## config.mk

```make
export PLATFORM = sky130hd
export DESIGN_NAME = stlb_search
export DESIGN_NICKNAME = d
export VERILOG_FILES = /design/src/sv/stlb_pkg.sv /design/src/sv/stlb_search.sv
export SDC_FILE = /design/constraint.sdc
export NUM_CORES = 1
export LEC_CHECK = 0
export BUFFER_PORTS_ARGS = -buffer_cell sky130_fd_sc_hd__buf_2
export CORE_MARGIN = 10
export CORE_UTILIZATION = 44
export CTS_CLUSTER_SIZE = 10
export DETAILED_ROUTE_END_ITERATION = 10
export PLACE_DENSITY_LB_ADDON = 0.15
export SYNTH_ARGS = -nofsm -noshare
export SYNTH_HDL_FRONTEND = slang
export SYNTH_SLANG_ARGS = --single-unit
```

## constraint.sdc

```tcl
create_clock -name aclk -period 24 [get_ports aclk]
set_clock_uncertainty 0.05 [all_clocks]
set_input_delay 6 -clock aclk [delete_from_list [all_inputs] [get_ports aclk]]
set_output_delay 6 -clock aclk [all_outputs]
set_load 0.03 [all_outputs]
```

## src/sv/stlb_pkg.sv

```systemverilog
// Shared types and constants for the sorted-table lower-bound search block.
// No dependencies; imported by stlb_search and the top level.
`timescale 1ns / 1ps
`default_nettype none

package stlb_pkg;

    localparam int TABLE_DEPTH = 1024;
    localparam int ADDR_W      = $clog2(TABLE_DEPTH);
    localparam int POS_W       = ADDR_W + 1;
    localparam int DATA_W      = 32;
    localparam int PDATA_W     = 32;
    localparam int PADDR_W     = 3;
    localparam int REG_IDX_W   = PADDR_W - 2;

    // register indexes
    localparam logic [REG_IDX_W-1:0] REG_ENTRIES_IN_USE = REG_IDX_W'(0);

    // operation codes on the input channel
    localparam logic FUNC_LOAD  = 1'b0;
    localparam logic FUNC_QUERY = 1'b1;

    typedef enum logic [1:0] {
        ST_IDLE,
        ST_START,
        ST_SEARCH,
        ST_DONE
    } search_state_t;

    typedef struct packed {
        logic                     en;
        logic [ADDR_W-1:0]        addr;
        logic [DATA_W-1:0]        data;
    } mem_wr_t;

    typedef struct packed {
        logic                     en;
        logic [ADDR_W-1:0]        addr;
    } mem_rd_t;

endpackage

`default_nettype wire

```

## src/sv/stlb_search.sv

```systemverilog
// Input handshake, table loads and the binary-search sequencer with its result register.
// Depends on stlb_pkg; drives the table RAM through mem_wr_t / mem_rd_t.
`timescale 1ns / 1ps
`default_nettype none

module stlb_search import stlb_pkg::*; (
    input  wire logic                     aclk,
    input  wire logic                     aresetn,
    input  wire logic [POS_W-1:0]         entries_in_use,
    input  wire logic                     s_valid,
    output logic                          s_ready,
    input  wire logic                     s_func,
    input  wire logic [ADDR_W-1:0]        s_slot,
    input  wire logic signed [DATA_W-1:0] s_value,
    output logic                          m_valid,
    input  wire logic                     m_ready,
    output logic [POS_W-1:0]              m_position,
    output logic                          m_found,
    output mem_wr_t                       mem_wr,
    output mem_rd_t                       mem_rd,
    input  wire logic [DATA_W-1:0]        rd_data
);

    search_state_t              state_reg, state_next;
    logic [POS_W-1:0]           lo_reg, lo_next;
    logic [POS_W-1:0]           hi_reg, hi_next;
    logic [ADDR_W-1:0]          mid_reg, mid_next;
    logic signed [DATA_W-1:0]   key_reg, key_next;
    logic [POS_W-1:0]           count_reg, count_next;
    logic                       m_valid_reg, m_valid_next;
    logic [POS_W-1:0]           pos_reg, pos_next;
    logic                       found_reg, found_next;

    logic                       step_less;
    logic [POS_W-1:0]           step_lo;
    logic [POS_W-1:0]           step_hi;
    logic [POS_W:0]             step_sum;
    logic [ADDR_W-1:0]          step_mid;
    logic [POS_W-1:0]           count_sat;

    // one halving step on the entry read in the previous cycle
    assign step_less = $signed(rd_data) < key_reg;
    assign step_lo   = step_less ? (POS_W'(mid_reg) + POS_W'(1)) : lo_reg;
    assign step_hi   = step_less ? hi_reg : POS_W'(mid_reg);
    assign step_sum  = {1'b0, step_lo} + {1'b0, step_hi};
    assign step_mid  = step_sum[ADDR_W:1];

    assign count_sat = (entries_in_use > POS_W'(TABLE_DEPTH)) ? POS_W'(TABLE_DEPTH)
                                                                : entries_in_use;

    always_comb begin
        state_next   = state_reg;
        lo_next      = lo_reg;
        hi_next      = hi_reg;
        mid_next     = mid_reg;
        key_next     = key_reg;
        count_next   = count_reg;
        m_valid_next = m_valid_reg && !m_ready;
        pos_next     = pos_reg;
        found_next   = found_reg;
        s_ready      = 1'b0;
        mem_wr       = '0;
        mem_rd       = '0;

        unique case (state_reg)
            ST_IDLE: begin
                s_ready = 1'b1;
                if (s_valid) begin
                    if (s_func == FUNC_LOAD) begin
                        mem_wr.en   = 1'b1;
                        mem_wr.addr = s_slot;
                        mem_wr.data = s_value;
                    end else begin
                        key_next   = s_value;
                        count_next = count_sat;
                        lo_next    = '0;
                        hi_next    = count_sat;
                        state_next = (count_sat == '0) ? ST_DONE : ST_START;
                    end
                end
            end
            ST_START: begin
                // lo is zero here, so the first midpoint is hi / 2
                mid_next    = hi_reg[POS_W-1:1];
                mem_rd.en   = 1'b1;
                mem_rd.addr = hi_reg[POS_W-1:1];
                state_next  = ST_SEARCH;
            end
            ST_SEARCH: begin
                lo_next = step_lo;
                hi_next = step_hi;
                if (step_lo < step_hi) begin
                    mid_next    = step_mid;
                    mem_rd.en   = 1'b1;
                    mem_rd.addr = step_mid;
                end else begin
                    state_next = ST_DONE;
                end
            end
            ST_DONE: begin
                // hold until the result register is free or drains this cycle
                if (!m_valid_reg || m_ready) begin
                    m_valid_next = 1'b1;
                    pos_next     = lo_reg;
                    found_next   = lo_reg < count_reg;
                    state_next   = ST_IDLE;
                end
            end
            default: begin
                state_next = ST_IDLE;
            end
        endcase
    end

    always_ff @(posedge aclk) begin
        if (!aresetn) begin
            state_reg   <= ST_IDLE;
            m_valid_reg <= 1'b0;
        end else begin
            state_reg   <= state_next;
            m_valid_reg <= m_valid_next;
        end
    end

    always_ff @(posedge aclk) begin
        lo_reg    <= lo_next;
        hi_reg    <= hi_next;
        mid_reg   <= mid_next;
        key_reg   <= key_next;
        count_reg <= count_next;
        pos_reg   <= pos_next;
        found_reg <= found_next;
    end

    assign m_valid    = m_valid_reg;
    assign m_position = pos_reg;
    assign m_found    = found_reg;

endmodule

`default_nettype wire

```

# Yosys cells after proc, flatten, opt, wreduce, memory -nomap -nowiden
# Index checks and enable logic that the tools add are counted.
# Widths: inputs -> output; s select.
# word_totals
regBits,90
input_bits,90
# classes
n_addsub,2
n_reduce_logical,13
mux,25
eq_ne,8
n_lt_le_gt_ge,4
# ops
operator,count
$mux 43,3
$mux 11,8
$pmux 11 s2,3
$lt 32x32->1,1
$lt 11x11->1,2
$pmux 10 s2,1
$add 10x1->11 const B,1
$add 11x11->11,1
$gt 11x11->1 const B,1
$logic_not 11->1,1
$mux 10,1
$mux 2,5
$ne 2x2->1 const B,5
$pmux 2 s4,1
$reduce_and 3->1,2
$eq 2x2->1 const B,2
$reduce_and 2->1,2
$reduce_and 4->1,1
$reduce_bool 2->1,2
$mux 1,3
$eq 2x1->1 const B,1
$logic_not 1->1,2
$logic_not 2->1,1
$logic_and 1x1->1,1
$logic_or 1x1->1,1

# Logic depth before layout (Yosys ltp)
# depth
ltp_word,7
mapped_depth,22
depth_no_buf,19

# Worst setup path after synthesis
# Ideal clock, no wire load.
# synth_path
path_type,input-to-output
start,input port rd_data[30]
end,output port mem_rd[8] in the netlist's numbering
path_stages,20
arrival_ns,10.358
path_slack_ns,7.592
cell_sequence,ha_1 -> a21oi_1 -> nand2_1 -> a221oi_1 -> a21boi_1 -> nor4b_2 -> buf_6 -> buf_4 -> buf_2 -> a21oi_1 -> ha_1 -> inv_1 -> a21oi_1 -> o21bai_1 -> a211oi_1 -> nand4_1 -> mux2_4 -> a21oi_4 -> nand3b_1 -> o311ai_1
# synth_rtl
item,line_no,text
from (decl),stlb_search.sv:21,input wire logic [DATA_W-1:0] rd_data
to (decl),stlb_search.sv:20,"output mem_rd_t mem_rd,"

==> reports/metrics.cfg <==
[power]
total_leakage_power_nw = 3.39
irDropWorstVdd_mv = 0.0756
power_density_nw_per_um2 = 113

[finish]
final_cell_mix = 157 x buf_2, 87 x edfxtp_1, 67 x inv_1
antennaDiodeCount = 0
final_nets = 868
multiInputGateArea_sq_um = 2920
mostFrequentLayoutCell = buf_2
area_delta_synth_final_pct = 20.9
regArea_sq_um = 2670
drive_above_1_share = 0.279
n_fill_cell = 1205
largest_reg_flops = 32

[sta]
maxSlewHeadroom = 0.229
finalSetupViolCount = 0
fin_crit_sh = 0.705
rsz0062_at_grt = no
hold_viol = 0
min_period_ps = 16920
max_freq_mhz = 59.1
finalSetupTns_ps = 0
timing_worst_slew_pin_value_ps = 1160
slew_violations = 0
hold_ws_ps = 439

[synth]
synth.distinct_cells = 59
synth_seq_cells = 90
synth_edf_count = 87
synth_top_area_frac = 0.442
syn-cell-area_sq_um = 5910
syn_area_per_cell_sq_um = 10.6
ys.flop_type = edfxtp_1
synth_nets = 715
yosysTopAreaCell = edfxtp_1
ys_seq_area_frac = 0.452
yosys_warnings = 0
syn_inst = 559
async_flop_share = 0
synthTopCellsByArea = edfxtp_1 44%, ha_1 14%, and2_1 5.5%

[min_path]
holdPathStages = 0
hold_class = reg2reg
hp-start = lo_reg[10]$_SDFFCE_PN0P_
worstHoldEndpoint = m_position[10]$_DFFE_PP_

[critical_path]
worst-setup-path-type = in2out
cp_max_fo = 36
path_cells = buf_2, ha_1, nand4_2, nor3_1, a221oi_1, a21boi_1, nor4b_4, buf_4, mux2i_1, inv_1, ha_1, nor2b_1, o21a_1, o21ai_0, a21oi_1, o21a_1, o21a_1, o21a_1, o311ai_0, o21ai_0, buf_2
critPathArrivalTime_ps = 10870
reg2regPathDepth = 20
worst_path_most_repeated_cell = o21a_1
regToRegSetupSlack_ps = 18750
worstPathRequired_ps = 17950
slowest_stage = o311ai_0
path_buf_inv = 4
startpoint_type = input port
critPathTopFamily = compound AO/OA/AOI/OAI gates
cp-end-kind = output port
rr_endpoint = mid_reg[9]$_DFFE_PP_
reg2reg_from = key_reg[31]$_DFFE_PP_
slowest_delay_ps = 510

[grt]
grt-ovfl-total = 0
grtUsageTotal = 0.163
grt_start_max_net_pins = 45
grt_pass1_vias = 4735
grt_pass1_wl_mm = 23.9
antenna_found_initial = 0

[routing]
dr.pass1.iters = 5
via_per_inst = 5.19
wl_mm = 15.2
wire_per_inst_um = 17.1
vias = 4639
drc = 0
drtAntennaViolNets = 0
drt_iter0_markers = 283

[run_status]
status = finished, final reports clean

[floorplanning]
rows = 42
num_io_pins = 158
core_sq_um = 13200
die_h_um = 136
die-width_um = 136
die-area_sq_um = 18500
start_util = 0.448

[placed_design]
gp_congestion = 0.868
dp_hpwl_mm = 12.2
port_buffers = 157

[clock_tree]
htree_levels = 3
clockBufferDepth = 2
path_clk_slew_ps = 60
post_cts_buffers = 0
holdBufCountCts = 0
cts_tree = built
cts_buffers = 9
insertion_delay_ps = 340
numClockSinks = 90
post_cts_resized = 0
cts_root_buf = clkbuf_16

[run]
cap_violations = 0

[cells by family after synthesis]
logic type	count (synthesis)	synth area share
fa+ha+maj	66	0.141
mux	28	0.0512
buf+inv	86	0.0569
compound gates	104	0.118
flops	90	0.452
simple gates	174	0.165
xor+xnor	11	0.0163
[worst max path at each step]
stage	start	endpoint	slack, ps	depth (start not counted)
global placement	rd_data[31]	mem_rd[8]	7200	21
global route	rd_data[31]	mem_rd[9]	6630	21
detailed placement	rd_data[31]	mem_rd[8]	7170	21
CTS	rd_data[31]	mem_rd[9]	7120	21
floorplan	rd_data[30]	mem_rd[8]	7590	20
finish	rd_data[31]	mem_rd[9]	7080	21
[report_power, final]
part	switching, mW	total (mW)	leakage (nW)	internal [mW]
Clock	0.0604	0.130	0.133	0.0700
Sequential	0.0285	0.254	0.837	0.225
Combinational	0.262	0.424	2.42	0.162
Total	0.351	0.808	3.39	0.457
[per-layer routing]
layer | wire [um] | vias up | global-route usage
met3 | 1170 | 21 | 0.0450
met4 | 368 | 0 | 0.0657
met5 | 0 | - | 0
met1 | 6530 | 2178 | 0.193
met2 | 7170 | 145 | 0.274
li1 | - | 2295 | -
[cell usage after synthesis (2+ instances only)]
cell       count
or3_1          3
nor2b_1       21
inv_1         67
a221oi_1       2
xnor2_1        9
nand3b_1       5
a22oi_1        3
o2111ai_1      2
and3_1         3
a32oi_1        2
o21bai_1       4
o21ai_0       17
xor2_1         2
o311ai_0       2
o21a_1         7
nor4b_1        2
dfxtp_1        3
a31oi_1        2
nand4_1        7
clkbuf_1      14
a21oi_1       33
a211oi_1       2
and2_1        52
edfxtp_1      87
mux2_2        14
a21o_1        13
buf_2          2
nand2_1       26
nand2b_1       2
nor2_1        26
ha_1          65
nand3_1       12
a21boi_0       3
nor3_1         7
nor4_1         2
mux2i_1       13
[per-stage QoR]
stage	power [mW]	instances	setup WS (ps)	cell area (sq um)	utilization
final	0.808	893	7080	7140	0.542
after global routing	0.872	893	6630	7140	0.542
after CTS	0.811	893	7120	7140	0.542
after detailed placement	0.676	877	7170	6870	0.521
after global placement	0.668	877	7200	6870	0.521
after floorplan	0.565	559	7590	5910	-
[worst reg2reg max path, stage by stage, from the launching register on]
cell      delay, ps
edfxtp_1        320
inv_1            40
ha_1            350
nand4_2         160
nor3_1           70
a221oi_1        330
a21boi_1        170
nor4b_4         290
buf_4           460
mux2i_1         320
inv_1            90
ha_1            370
nor2b_1         170
o21a_1          190
o21ai_0         230
a21oi_1         120
o21a_1          200
o21a_1          210
o21a_1          180
o311ai_0        520
a21oi_1         160
[layout make-up]
type / count / area share
repair buffers: 160 / 0.113
clock buffers: 9 / 0.0315
flip-flops and latches: 90 / 0.374
well taps: 176 / 0.0308
inverters: 68 / 0.0357
multi-input cells: 383 / 0.408
clock inverters: 7 / 0.00613
No activity file was read; power rests on OpenSTA's default activity.
